### config.mk
export PLATFORM = sky130hd
export DESIGN_NAME = poly_ctrl
export DESIGN_NICKNAME = d
export VERILOG_FILES = /design/src/hdl/poly_pkg.sv /design/src/hdl/poly_ctrl.sv
export SDC_FILE = /design/constraint.sdc
export NUM_CORES = 1
export LEC_CHECK = 0
export ABC_AREA = 1
export BUFFER_PORTS_ARGS = -buffer_cell sky130_fd_sc_hd__buf_2
export CAP_MARGIN = 20
export CORE_UTILIZATION = 46
export CTS_CLUSTER_SIZE = 12
export DETAILED_ROUTE_END_ITERATION = 8
export GPL_TIMING_DRIVEN = 1
export MAX_ROUTING_LAYER = met4
export PLACE_DENSITY = 0.73
export SLEW_MARGIN = 20
export SYNTH_ARGS = -nofsm -noshare
export SYNTH_HDL_FRONTEND = slang
export SYNTH_SLANG_ARGS = --single-unit
### constraint.sdc
create_clock -name clk -period 1.3 [get_ports clk]
set_input_delay 0.065 -clock clk [delete_from_list [all_inputs] [get_ports clk]]
set_output_delay 0.065 -clock clk [all_outputs]
set_load 0.01 [all_outputs]
### src/hdl/poly_pkg.sv
// Shared types, constants and helpers for the Poly1305 authenticator.
package poly_pkg;

  localparam int LimbW  = 26;
  localparam int NLimbs = 5;

  localparam logic [63:0] RClampLo = 64'h0fff_fffc_0fff_ffff;
  localparam logic [63:0] RClampHi = 64'h0fff_fffc_0fff_fffc;
  localparam logic [25:0] LimbMask = 26'h3ff_ffff;

  typedef logic [25:0] limb_t;
  typedef logic [26:0] acc_limb_t;
  typedef logic [27:0] sum_limb_t;
  typedef logic [28:0] coef_t;
  typedef logic [56:0] prod_t;
  typedef logic [60:0] wide_t;
  typedef logic [2:0]  idx_t;

  typedef struct packed {
    logic load;
    logic mul;
    logic sum;
    logic carry;
    logic acc_wb;
    logic fin_load;
    logic sel;
    logic tag;
    idx_t row;
    idx_t sum_row;
    idx_t step;
  } cmd_t;

  typedef struct packed {
    logic out_free;
  } status_t;

  // top limb holds bits 104..127 and reads zero above bit 127
  function automatic limb_t limb_of(input logic [63:0] lo, input logic [63:0] hi,
                                    input int k);
    logic [129:0] v;
    begin
      v = {2'b00, hi, lo};
      limb_of = v[k*LimbW +: LimbW];
    end
  endfunction

endpackage

### src/hdl/poly_ctrl.sv
// Sequencer for block absorb, carry passes and tag finish.
module poly_ctrl (
  input  logic             clk,
  input  logic             rst,
  input  logic             in_valid,
  input  logic             in_nonempty,
  input  logic             in_last,
  output logic             in_ready,
  input  poly_pkg::status_t status,
  output poly_pkg::cmd_t    cmd
);
  import poly_pkg::*;

  localparam logic [2:0] ST_IDLE  = 3'd0;
  localparam logic [2:0] ST_MUL   = 3'd1;
  localparam logic [2:0] ST_SUM   = 3'd2;
  localparam logic [2:0] ST_CARRY = 3'd3;
  localparam logic [2:0] ST_FLOAD = 3'd4;
  localparam logic [2:0] ST_SEL   = 3'd5;
  localparam logic [2:0] ST_TAG   = 3'd6;

  logic [2:0] state, state_next;
  idx_t       cnt, cnt_next;
  logic       fin, fin_next;
  logic       pass, pass_next;
  logic       last_q, last_q_next;
  logic       accept;

  assign in_ready = (state == ST_IDLE);
  assign accept   = in_valid && in_ready;

  always_comb begin
    state_next  = state;
    cnt_next    = cnt;
    fin_next    = fin;
    pass_next   = pass;
    last_q_next = last_q;
    cmd         = '0;
    unique case (state)
      ST_IDLE: begin
        if (accept) begin
          last_q_next = in_last;
          cnt_next    = '0;
          if (in_nonempty) begin
            cmd.load   = 1'b1;
            state_next = ST_MUL;
          end else if (in_last) begin
            cmd.fin_load = 1'b1;
            fin_next     = 1'b1;
            pass_next    = 1'b0;
            state_next   = ST_CARRY;
          end
        end
      end
      ST_MUL: begin
        cmd.mul     = 1'b1;
        cmd.row     = cnt;
        cmd.sum     = (cnt != 3'd0);
        cmd.sum_row = cnt - 3'd1;
        if (cnt == 3'd4) begin
          state_next = ST_SUM;
        end else begin
          cnt_next = cnt + 3'd1;
        end
      end
      ST_SUM: begin
        cmd.sum     = 1'b1;
        cmd.sum_row = 3'd4;
        cnt_next    = '0;
        fin_next    = 1'b0;
        state_next  = ST_CARRY;
      end
      ST_CARRY: begin
        cmd.carry = 1'b1;
        cmd.step  = cnt;
        if (cnt == 3'd5) begin
          cnt_next = '0;
          if (!fin) begin
            cmd.acc_wb = 1'b1;
            state_next = last_q ? ST_FLOAD : ST_IDLE;
          end else if (!pass) begin
            pass_next = 1'b1;
          end else begin
            state_next = ST_SEL;
          end
        end else begin
          cnt_next = cnt + 3'd1;
        end
      end
      ST_FLOAD: begin
        cmd.fin_load = 1'b1;
        fin_next     = 1'b1;
        pass_next    = 1'b0;
        cnt_next     = '0;
        state_next   = ST_CARRY;
      end
      ST_SEL: begin
        cmd.sel    = 1'b1;
        state_next = ST_TAG;
      end
      ST_TAG: begin
        if (status.out_free) begin
          cmd.tag    = 1'b1;
          state_next = ST_IDLE;
        end
      end
      default: state_next = ST_IDLE;
    endcase
  end

  always_ff @(posedge clk) begin
    if (rst) begin
      state  <= ST_IDLE;
      cnt    <= '0;
      fin    <= 1'b0;
      pass   <= 1'b0;
      last_q <= 1'b0;
    end else begin
      state  <= state_next;
      cnt    <= cnt_next;
      fin    <= fin_next;
      pass   <= pass_next;
      last_q <= last_q_next;
    end
  end

endmodule

==> summary.txt, run 1 <==
Synth
  • Total of flip-flops plus latches after synthesis: 9
  • Synth cell types: 28
  • Area leader, netlist: sky130_fd_sc_hd__dfxtp_1
  • Synthesized area per cell: 6.762 sq um
  • Portion of synthesized cell area occupied by the leading cell type: 20.34%
  • Number of warnings reported in the yosys synthesis log: 0
  • Synthesized net count: 141
  • Cell area after synthesis: 885.9 sq um
  • Post-synthesis instance total: 131
  • Main area contributors after synthesis: sky130_fd_sc_hd__dfxtp_1 (20%), sky130_fd_sc_hd__nor2_1 (12%), sky130_fd_sc_hd__nand2_1 (11%)
  • Fraction of the yosys area taken by sequential cells: 20.34%

Clocking
  • Root cell of the clock tree: sky130_fd_sc_hd__clkbuf_4
  • H-tree Lvls: 1
  • Clock transition at the register clock pins on the worst setup and hold paths after CTS: 90 ps
  • CTS tree: yes
  • Total clock buffers created by CTS: 3
  • Clock network latency to the later pin of the worst-skew pair: 280 ps
  • Clk sinks: 9
  • Clock Path Buffers: 2

Timing
  • Final-report max-slew violation count: 0
  • Period Utilization, post-route: 120.7%
  • Number of failing setup endpoints in the final timing report: 22
  • Unrepaired setup endpoints after global routing: yes
  • Worst-case clock skew: 13.87 ps
  • Maximum frequency from static timing analysis: 0.6375 GHz
  • Final worst hold slack: 100.3 ps
  • Actual slew at the worst max-slew pin: 261.0 ps
  • Remaining max-slew budget at the tightest pin: 82.58%
  • Final Worst Setup Slack: -268.7 ps
  • Minimum clock period after layout: 1569 ps
  • Count of final hold-check violations: 0

Detailed routing
  • Number of optimization iterations in the first detailed-route pass: 4
  • Detailed-route via count: 1,231
  • Detail Route Antenna Nets: 0
  • Average wire per cell in the routed design: 18.66 microns
  • Ratio of routed vias to standard cells: 5.673
  • Drc violations: 0
  • Drt initial violations: 98
  • Wire length after detailed routing: 4049 microns

Place
  • Final HPWL DP: 1755 microns
  • Post-Place Setup Slack: -98.32 ps
  • Number of buffers added on ports: 23
  • Placer Congestion: 0.8581
  • Post-detailed-placement cell area: 1164 sq um

Critical path
  • CP Max Fanout: 4
  • Path type of the worst setup path: reg -> out
  • R2R Path Start: state[0]$_SDFFE_PP0P_
  • Element type at the critical path start: flop
  • Worst setup slack for register-to-register paths: -200 ps
  • Worst EP arrival: 1500 ps
  • Endpoint of the worst-slack reg-to-reg timing path: cnt[2]$_SDFFE_PP0P_
  • Critical Path End Type: output pin
  • Required time worst endpoint: 1240 ps
  • Depth of the most critical reg-to-reg path: 11

Die
  • Width of the die: 45.89 microns
  • Standard-cell rows: 15
  • Placeable Area: 1764 sq um
  • Die Ht: 45.89 microns
  • Die area: 2105 sq um
  • Effective utilization at floorplan: 50.21%
  • Num ports: 24

Outcome
  • Failing checks: setup timing
  • Status: complete, but fails checks

Cells and area
  • Layout fillers: 53
  • Design Area, Final: 1658 sq um
  • Number of antenna repair diodes: 0
  • Final net count: 203
  • Share of post-route cells with drive strength above 1: 72.40%
  • Area Overhead vs Synth: 87.15%

Hold path
  • Source of the worst hold timing path: in_last
  • End point of the worst hold path: last_q$_SDFFE_PP0P_
  • Hold WC Path Type: in -> reg
  • Worst Hold Path Cells: 3

Power and ir drop
  • Reported leakage power: 0.8540 nW
  • PwrDens: 2451 nW/um^2
  • Max VDD drop: 1758 uV

Job
  • Maximum Capacitance Violations: 0

Global route
  • Antenna violations before repair: 0
  • Largest net degree at the start of global routing: 7
  • Total global-route track usage: 29.56%
  • Via count of the first global-routing pass: 985
  • Wire length of the first global-routing pass: 4291 microns
  • Overflow after GRT: 0
cells in the final DEF (no fill, tap or decap), types with 2 or more instances in the layout:
master and instances:
sky130_fd_sc_hd__inv_2 8, sky130_fd_sc_hd__buf_2 18, sky130_fd_sc_hd__buf_4 25, sky130_fd_sc_hd__inv_1 8
sky130_fd_sc_hd__buf_6 15, sky130_fd_sc_hd__buf_12 2, sky130_fd_sc_hd__clkbuf_4 3, sky130_fd_sc_hd__dfxtp_1 3
sky130_fd_sc_hd__inv_4 3, sky130_fd_sc_hd__nor2_8 2, sky130_fd_sc_hd__nand2_1 18, sky130_fd_sc_hd__ha_4 3
sky130_fd_sc_hd__nand3_2 6, sky130_fd_sc_hd__nand2_2 7, sky130_fd_sc_hd__nand4_1 3, sky130_fd_sc_hd__dfxtp_4 3
sky130_fd_sc_hd__nor2_1 15, sky130_fd_sc_hd__nor2_2 9, sky130_fd_sc_hd__dfxtp_2 3, sky130_fd_sc_hd__nand3_4 3
sky130_fd_sc_hd__a21oi_1 2, sky130_fd_sc_hd__nand2_4 9, sky130_fd_sc_hd__nor2_4 9, sky130_fd_sc_hd__a21oi_2 2
synth_stat cells:
cell,number
sky130_fd_sc_hd__inv_1,15
sky130_fd_sc_hd__nor2_8,2
sky130_fd_sc_hd__nand2_1,26
sky130_fd_sc_hd__a21oi_2,2
sky130_fd_sc_hd__buf_6,3
sky130_fd_sc_hd__nor2_2,3
sky130_fd_sc_hd__dfxtp_1,9
sky130_fd_sc_hd__nand2_4,4
sky130_fd_sc_hd__nand2_2,4
sky130_fd_sc_hd__nand3_2,2
sky130_fd_sc_hd__ha_1,4
sky130_fd_sc_hd__inv_4,4
sky130_fd_sc_hd__inv_2,1
sky130_fd_sc_hd__a22oi_2,1
sky130_fd_sc_hd__clkinv_2,1
sky130_fd_sc_hd__o31ai_1,1
sky130_fd_sc_hd__a21oi_1,2
sky130_fd_sc_hd__nor3_1,1
sky130_fd_sc_hd__nand3_1,7
sky130_fd_sc_hd__o21ai_0,1
sky130_fd_sc_hd__nand4_1,3
sky130_fd_sc_hd__nor2_4,2
sky130_fd_sc_hd__nand3_4,1
sky130_fd_sc_hd__nor2_1,28
sky130_fd_sc_hd__buf_4,1
sky130_fd_sc_hd__o22ai_1,1
sky130_fd_sc_hd__o21ai_2,1
sky130_fd_sc_hd__nor4_1,1
worst max-delay path by stage:
stage	from	end	slack, ps	depth (start not counted)
2_1_floorplan	cnt[0]$_SDFFE_PP0P_	state[0]$_SDFFE_PP0P_	60	9
3_3_place_gp	cnt[0]$_SDFFE_PP0P_	cnt[0]$_SDFFE_PP0P_	-30	8
3_5_place_dp	cnt[0]$_SDFFE_PP0P_	cnt[0]$_SDFFE_PP0P_	-100	8
4_1_cts	state[0]$_SDFFE_PP0P_	cmd[5]	-190	6
5_1_grt	state[0]$_SDFFE_PP0P_	cmd[6]	-310	7
6_report	state[0]$_SDFFE_PP0P_	cmd[5]	-270	6
power by group:
group | total, mW | switching (mW) | internal, mW
sequential | 0.565 | 0.163 | 0.401
combinational | 3.25 | 1.75 | 1.49
clock | 0.251 | 0.132 | 0.119
total | 4.06 | 2.05 | 2.01
worst max-delay path, cell delays in order, from the launching register on:
cell	delay (ps)
sky130_fd_sc_hd__dfxtp_2	370
sky130_fd_sc_hd__buf_6	130
sky130_fd_sc_hd__nand2_4	70
sky130_fd_sc_hd__nor2_4	180
sky130_fd_sc_hd__inv_4	80
sky130_fd_sc_hd__o31ai_2	200
sky130_fd_sc_hd__buf_2	190
cells by family after synthesis:
family	after synthesis	synth area share, %
AOI/OAI and AO/OA	9	7.628
DFF	9	20.34
and+or+nand+nor	84	51.55
buffers and inverters	25	14.83
adders and majority gates	4	5.650
metal layers:
layer / up-vias / wire length (microns) / global-route usage [%]
li1: 528 / - / -
met1: 565 / 1419 / 32.08
met2: 103 / 1919 / 51.83
met3: 35 / 446 / 2.778
met4: 0 / 263 / 16.47
met5: - / 0 / -
sequential cells by signal, indices dropped and copies added, names as in the netlist:
| register | flops |
|---|---|
| state | 3 |
| last_q | 1 |
| pass | 1 |
| fin | 1 |
| cnt | 3 |
final cells by class:
cell class	count	area (sq um)	area share (%)
multi-input combinational	97	809.5	48.83
timing repair buffer	61	496.7	29.96
sequential	9	195.2	11.77
inverter	21	98.84	5.962
tap	25	31.28	1.887
clock buffer	4	26.28	1.585
stage by stage:
| stage | utilization [%] | TNS [ps] | cells | total power [mW] |
|---|---|---|---|---|
| finish | 93.97 | -3245 | 217 | 4.063 |
| global route | 93.97 | -3955 | 217 | 4.203 |
| CTS | 80.14 | -1228 | 210 | 3.192 |
| detailed placement | 65.96 | -229.6 | 193 | 2.425 |
| global placement | 65.96 | -25.31 | 193 | 2.389 |
| floorplan | - | 0 | 131 | 1.747 |
timing repair:
| action | CTS | global route |
|---|---|---|
| resized for setup | 40 | 49 |
| hold buffers | 1 | 0 |
| hold endpoints to repair | 1 | 0 |
| pin swaps | 13 | 23 |
| buffers inserted | 13 | 8 |
| endpoints found under the setup margin | 19 | 22 |
| gates cloned | 0 | 0 |
No activity file was read; power rests on OpenSTA's default activity.
==> inputs of run 2 (changes only) <==
- CORE_ASPECT_RATIO: unset -> 1.25
==> run 2 against run 1 <==
  * The flow still finishes with violations (setup timing)
  * Routed wire length fell by 41%
  * Cell count fell by 9.2%
  * Non-clock buffer count fell by 14
  * Hold slack got worse by 24 ps
  * Die area barely moved
  * Clock power fell by 13%
  * Maximum frequency rose by 12%
  * Combinational power fell by 28%
  * Final area fell by 19%
  * Sequential share of layout area rose by 2.6 points
  * Total power fell by 23%
  * Critical endpoint is now cmd[12]
==> summary.txt, run 2 (synthesis gave the netlist of run 1 again) <==
Outcome
  • Status: complete, but fails checks
  • Failing checks: setup timing

Place
  • Final HPWL DP: 1647 microns
  • Placer Congestion: 0.8312
  • Number of buffers added on ports: 23

Global route
  • Overflow after GRT: 0
  • Via count of the first global-routing pass: 897
  • Total global-route track usage: 25.53%
  • Largest net degree at the start of global routing: 7
  • Wire length of the first global-routing pass: 3588 microns
  • Antenna violations before repair: 0

Detailed routing
  • Metal1 wirelength: 964 microns
  • Number of optimization iterations in the first detailed-route pass: 4
  • Routed wl met2: 1284 microns
  • Detail Route Antenna Nets: 0
  • Drt initial violations: 21
  • Drc violations: 0
  • Detailed-route via count: 1,000
  • Met3 routed WL: 104 microns
  • Ratio of routed vias to standard cells: 5.076
  • Highest signal layer in the routed design: met4
  • Wire length after detailed routing: 2390 microns
  • Average wire per cell in the routed design: 12.13 microns

Critical path
  • Endpoint of the worst-slack reg-to-reg timing path: state[2]$_SDFFE_PP0P_
  • CP Max Fanout: 2
  • Critical Path End Type: output pin
  • Capturing instance or port of the critical path: cmd[12]
  • Depth of the most critical reg-to-reg path: 9
  • Worst EP arrival: 1330 ps
  • Required time worst endpoint: 1240 ps
  • Path type of the worst setup path: reg -> out
  • Launch point of the critical path: cnt[0]$_SDFFE_PP0P_
  • Worst setup slack for register-to-register paths: -20 ps
  • Element type at the critical path start: flop
  • R2R Path Start: cnt[1]$_SDFFE_PP0P_

Die
  • Standard-cell rows: 17
  • Die Ht: 51.07 microns
  • Die area: 2106 sq um
  • Effective utilization at floorplan: 49.58%
  • Placeable Area: 1787 sq um
  • Width of the die: 41.25 microns
  • Num ports: 24

Timing
  • Worst-case clock skew: 3.186 ps
  • Period Utilization, post-route: 107.4%
  • Count of final hold-check violations: 0
  • Maximum frequency from static timing analysis: 0.7161 GHz
  • Number of failing setup endpoints in the final timing report: 13
  • Actual slew at the worst max-slew pin: 248.5 ps
  • Final setup TNS: -522.3 ps
  • Minimum clock period after layout: 1397 ps
  • Unrepaired setup endpoints after global routing: yes
  • Final worst hold slack: 76.66 ps
  • Final-report max-slew violation count: 0
  • Remaining max-slew budget at the tightest pin: 83.41%
  • Final Worst Setup Slack: -96.53 ps

Clocking
  • H-tree Lvls: 1
  • Clock Path Buffers: 2
  • Root cell of the clock tree: sky130_fd_sc_hd__clkbuf_4
  • CTS tree: yes
  • Clock transition at the register clock pins on the worst setup and hold paths after CTS: 60 ps
  • Clock network latency to the later pin of the worst-skew pair: 270 ps
  • Total clock buffers created by CTS: 3
  • Clk sinks: 9

Job
  • Maximum Capacitance Violations: 0

Hold path
  • Hold WC Path Type: in -> reg

Cells and area
  • Number of antenna repair diodes: 0
  • Final net count: 189
  • Biggest regs: cnt x3, state x3
  • Area Overhead vs Synth: 51.98%
  • Share of post-route cells with drive strength above 1: 57.30%
  • Layout fillers: 136
  • Most frequent cells in the layout: sky130_fd_sc_hd__nand2_1 (22), sky130_fd_sc_hd__buf_2 (22), sky130_fd_sc_hd__nor2_1 (20)

Power and ir drop
  • Reported leakage power: 0.7204 nW
  • PwrDens: 2319 nW/um^2
  • Max VDD drop: 1363 uV
==> run 2: cell types whose count changed in the layout (fill, tap and decap cells not counted), moves of 4 or more <==
cell,change
sky130_fd_sc_hd__inv_2,-5
sky130_fd_sc_hd__inv_1,+4
sky130_fd_sc_hd__nor2_1,+5
sky130_fd_sc_hd__buf_6,-9
sky130_fd_sc_hd__nand2_1,+4
sky130_fd_sc_hd__nand2_4,-4
sky130_fd_sc_hd__nand3_2,-4
sky130_fd_sc_hd__buf_4,-7
sky130_fd_sc_hd__nand3_1,+6
sky130_fd_sc_hd__buf_2,+4
==> run 2: power by group <==
group | leakage [nW] | switching, mW | internal, mW | total [mW]
combinational | 0.629 | 1.27 | 1.07 | 2.35
clock | 0.0150 | 0.101 | 0.118 | 0.219
sequential | 0.0766 | 0.158 | 0.399 | 0.557
==> run 2: layer usage <==
metal / GRT usage, % / vias up
li1: - / 499
met4: 9.677 / 0
met2: 46.35 / 32
met3: 3.913 / 6
met1: 25.34 / 463
met5: - / -
==> run 2: critical path: stages (launching register included) <==
cell and delay [ps]:
sky130_fd_sc_hd__dfxtp_2 340, sky130_fd_sc_hd__buf_4 120, sky130_fd_sc_hd__ha_1 150, sky130_fd_sc_hd__nand2_2 80, sky130_fd_sc_hd__nor3_2 210, sky130_fd_sc_hd__buf_2 170
==> run 2: worst min-delay path by stage <==
stage / end / from / depth (start not counted)
2_1_floorplan: cnt[1]$_SDFFE_PP0P_ / rst / 1
3_3_place_gp: cnt[1]$_SDFFE_PP0P_ / rst / 2
3_5_place_dp: cnt[1]$_SDFFE_PP0P_ / rst / 2
4_1_cts: last_q$_SDFFE_PP0P_ / in_last / 3
5_1_grt: last_q$_SDFFE_PP0P_ / in_last / 3
6_report: last_q$_SDFFE_PP0P_ / in_last / 3
==> run 2: what timing repair did <==
item	in CTS	in global routing
buffers inserted	12	6
setup endpoints to repair	18	20
hold endpoints to repair	1	0
pin swaps	7	12
hold buffers	1	0
resized for setup	22	25
==> run 2: through the flow <==
step,cells,utilization (%),power (mW),worst slack (ps),cell area [sq um]
global route,197,75.35,3.342,-124.8,1346
floorplan,131,-,1.747,58.09,885.9
detailed placement,176,59.38,2.211,-76.30,1061
global placement,176,59.38,2.186,-15.07,1061
CTS,192,68.91,2.814,-99.61,1231
finish,197,75.35,3.122,-96.53,1346
==> run 2: area by class of cell <==
| type | instances | area [sq um] | area share [%] |
|---|---|---|---|
| clock buffers | 4 | 26.28 | 1.952 |
| well taps | 19 | 23.77 | 1.766 |
| flip-flops and latches | 9 | 193.9 | 14.41 |
| inverters | 21 | 101.3 | 7.528 |
| multi-input cells | 97 | 678.2 | 50.37 |
| repair buffers | 47 | 322.8 | 23.98 |
==> inputs of run 3 (changes only) <==
- CORE_ASPECT_RATIO: 1.25 -> unset
- CORE_UTILIZATION: 46 -> 55
- PLACE_DENSITY: 0.73 -> 0.93
- clock period: 1.3 -> 1.75 ns (I/O delays scaled with it)
==> run 3 against run 2 <==
  * Count of clock-buffer cells in the layout unchanged
  * Via count down 11%
  * Flip-flop and latch count unchanged
  * Critical path depth unchanged
  * Routed wire length down 21%
  * Clock skew up 2.8 ps
  * Die area down 16%
  * Global-route usage down 0.074 points
  * Critical path type unchanged
  * The flow now finishes without violations
  * First-iteration DRC count down 38%
  * Clock power down 25%
  * Combinational power down 54%
  * Sequential power down 23%
  * Largest power group unchanged
==> summary.txt, run 3 (synthesis gave the netlist of run 1 again) <==
Outcome
  • Status: completed

Timing
  • Count of final hold-check violations: 0
  • Number of failing setup endpoints in the final timing report: 0
  • Minimum clock period after layout: 1628 ps
  • Actual slew at the worst max-slew pin: 533.9 ps
  • Worst-case clock skew: 5.992 ps
  • Maximum frequency from static timing analysis: 0.6142 GHz
  • Final-report max-slew violation count: 0
  • Remaining max-slew budget at the tightest pin: 64.36%
  • Final worst hold slack: 26.60 ps
  • Final setup TNS: 0 ps
  • Unrepaired setup endpoints after global routing: no
  • Period Utilization, post-route: 93.03%

Power and ir drop
  • Reported leakage power: 0.5830 nW
  • Sequential fraction of design power: 25.7%
  • Share of total power consumed by net switching: 53.34%
  • Part of the total power dissipated in the clock network: 9.9%
  • Cell internal power dissipation: 781.8 uW
  • Combinational group share of total power: 64.4%
  • Max VDD drop: 677.2 uV
  • Total power: 1.675 mW
  • NetSw: 893.7 uW
  • PwrDens: 1639 nW/um^2

Critical path
  • Slowest stage delay, CP: 470 ps
  • Required time worst endpoint: 1660 ps
  • CP Max Fanout: 7
  • Slowest CP cell: sky130_fd_sc_hd__dfxtp_1
  • Critical Path End Type: output pin
  • Depth of the most critical reg-to-reg path: 7
  • Cell breakdown of the critical path: buf_4 > nor2_4 > inv_4 > o31ai_1 > buf_2
  • Element type at the critical path start: flop
  • Path type of the worst setup path: reg -> out
  • Worst setup slack for register-to-register paths: 280 ps
  • Endpoint of the worst-slack reg-to-reg timing path: state[0]$_SDFFE_PP0P_
  • Worst EP arrival: 1540 ps
  • R2R Path Start: state[2]$_SDFFE_PP0P_

Cells and area
  • Number of cells in the finished layout apart from fillers: 172
  • Most frequent cells in the layout: sky130_fd_sc_hd__nor2_1 (28), sky130_fd_sc_hd__nand2_1 (26), sky130_fd_sc_hd__buf_2 (23)
  • Final net count: 167
  • Area Overhead vs Synth: 15.40%
  • Layout fillers: 151
  • Share of post-route cells with drive strength above 1: 36.54%
  • Most frequent standard cell in the layout excluding fill and tap cells: sky130_fd_sc_hd__nor2_1
  • Design Area, Final: 1022 sq um
  • Biggest regs: cnt x3, state x3
  • Number of antenna repair diodes: 0

Detailed routing
  • Detail Route Antenna Nets: 0
  • Drt initial violations: 13
  • Drc violations: 0
  • Average wire per cell in the routed design: 10.94 microns
  • Wire length after detailed routing: 1882 microns
  • Ratio of routed vias to standard cells: 5.163
  • Number of optimization iterations in the first detailed-route pass: 4
  • Detailed-route via count: 888

Hold path
  • Source of the worst hold timing path: rst
  • Worst Hold Path Cells: 2
  • End point of the worst hold path: cnt[1]$_SDFFE_PP0P_
  • Hold WC Path Type: in -> reg

Global route
  • Via count of the first global-routing pass: 853
  • Antenna violations before repair: 0
  • Wire length of the first global-routing pass: 3450 microns
  • Largest net degree at the start of global routing: 9
  • Overflow after GRT: 0
  • Total global-route track usage: 25.46%

Clocking
  • CTS tree: yes
  • H-tree Lvls: 1
  • Clock Path Buffers: 2
  • Post-CTS Hold Fix Bufs: 0
  • Root cell of the clock tree: sky130_fd_sc_hd__clkbuf_4
  • Total clock buffers created by CTS: 3
  • Clock transition at the register clock pins on the worst setup and hold paths after CTS: 70 ps
  • Clock network latency to the later pin of the worst-skew pair: 270 ps
  • Clk sinks: 9

Job
  • Maximum Capacitance Violations: 0

Place
  • Post-detailed-placement cell area: 994.7 sq um
  • Number of buffers added on ports: 23
  • Cell count after placement: 168
  • Final HPWL DP: 1576 microns
  • Placer Congestion: 0.9576

Die
  • Die Ht: 42.13 microns
  • Standard-cell rows: 14
  • Effective utilization at floorplan: 58.80%
  • Num ports: 24
  • Placeable Area: 1506 sq um
  • Width of the die: 42.13 microns
  • Die area: 1775 sq um
run 3: cell types whose count changed in the layout (fill, tap and decap cells not counted), moves of 4 or more:
cell,delta
sky130_fd_sc_hd__nor2_1,+8
sky130_fd_sc_hd__nor2_2,-4
sky130_fd_sc_hd__nand2_1,+4
sky130_fd_sc_hd__dfxtp_1,+4
sky130_fd_sc_hd__nor2_4,-4
sky130_fd_sc_hd__buf_4,-16
sky130_fd_sc_hd__buf_6,-6
run 3: final cells by class:
cell class,count,area (sq um),area share [%]
multi-input cells,97,574.3,56.18
flip-flops and latches,9,181.4,17.75
repair buffers,25,130.1,12.73
inverters,21,90.09,8.813
clock buffers,4,26.28,2.570
well taps,16,20.02,1.958
run 3: routing by layer:
metal | up-vias | share of wire (%) | GRT usage (%)
met5 | - | 0 | -
met2 | 33 | 51 | 43.75
met4 | 0 | 1.1 | 8.750
met1 | 396 | 42 | 29.26
li1 | 455 | - | -
met3 | 4 | 6.2 | 5.603
run 3: how the worst max path moves through the flow:
| stage | end | slack [ps] | from |
|---|---|---|---|
| 4_1_cts | cmd[5] | 8 | state[0]$_SDFFE_PP0P_ |
| 5_1_grt | cmd[11] | 10 | state[2]$_SDFFE_PP0P_ |
| 3_3_place_gp | state[1]$_SDFFE_PP0P_ | 340 | state[0]$_SDFFE_PP0P_ |
| 2_1_floorplan | state[0]$_SDFFE_PP0P_ | 510 | cnt[0]$_SDFFE_PP0P_ |
| 6_report | cmd[5] | 120 | state[2]$_SDFFE_PP0P_ |
| 3_5_place_dp | state[0]$_SDFFE_PP0P_ | 280 | state[0]$_SDFFE_PP0P_ |
run 3: stage by stage:
step                      worst slack (ps)  utilization [%]
after floorplan                      508.1                -
after global placement               335.0            66.03
after detailed placement             284.7            66.03
after CTS                            8.429            67.77
after global routing                 12.76            67.86
final                                122.0            67.86
run 3: power by group through the flow:
| stage | Clock (mW) | Combinational [mW] | Sequential (mW) |
|---|---|---|---|
| finish | 0.165 | 1.08 | 0.431 |
| global route | 0.178 | 1.22 | 0.444 |
| CTS | 0.169 | 1.09 | 0.430 |
| detailed placement | 0 | 1.08 | 0.435 |
| global placement | 0 | 1.06 | 0.428 |
| floorplan | 0 | 0.977 | 0.321 |
run 3: critical path, delay by kind of cell (launching register included):
kind / cells / cell delay [ps]
buffers and inverters: 3 / 460
AO/OA/AOI/OAI: 1 / 180
flip-flops: 1 / 470
AND/OR/NAND/NOR: 1 / 170
run 3: repair_timing:
| action | CTS | global route |
|---|---|---|
| endpoints found under the setup margin | 0 | 3 |
| resized for setup | 0 | 1 |
| setup buffers | 0 | 0 |
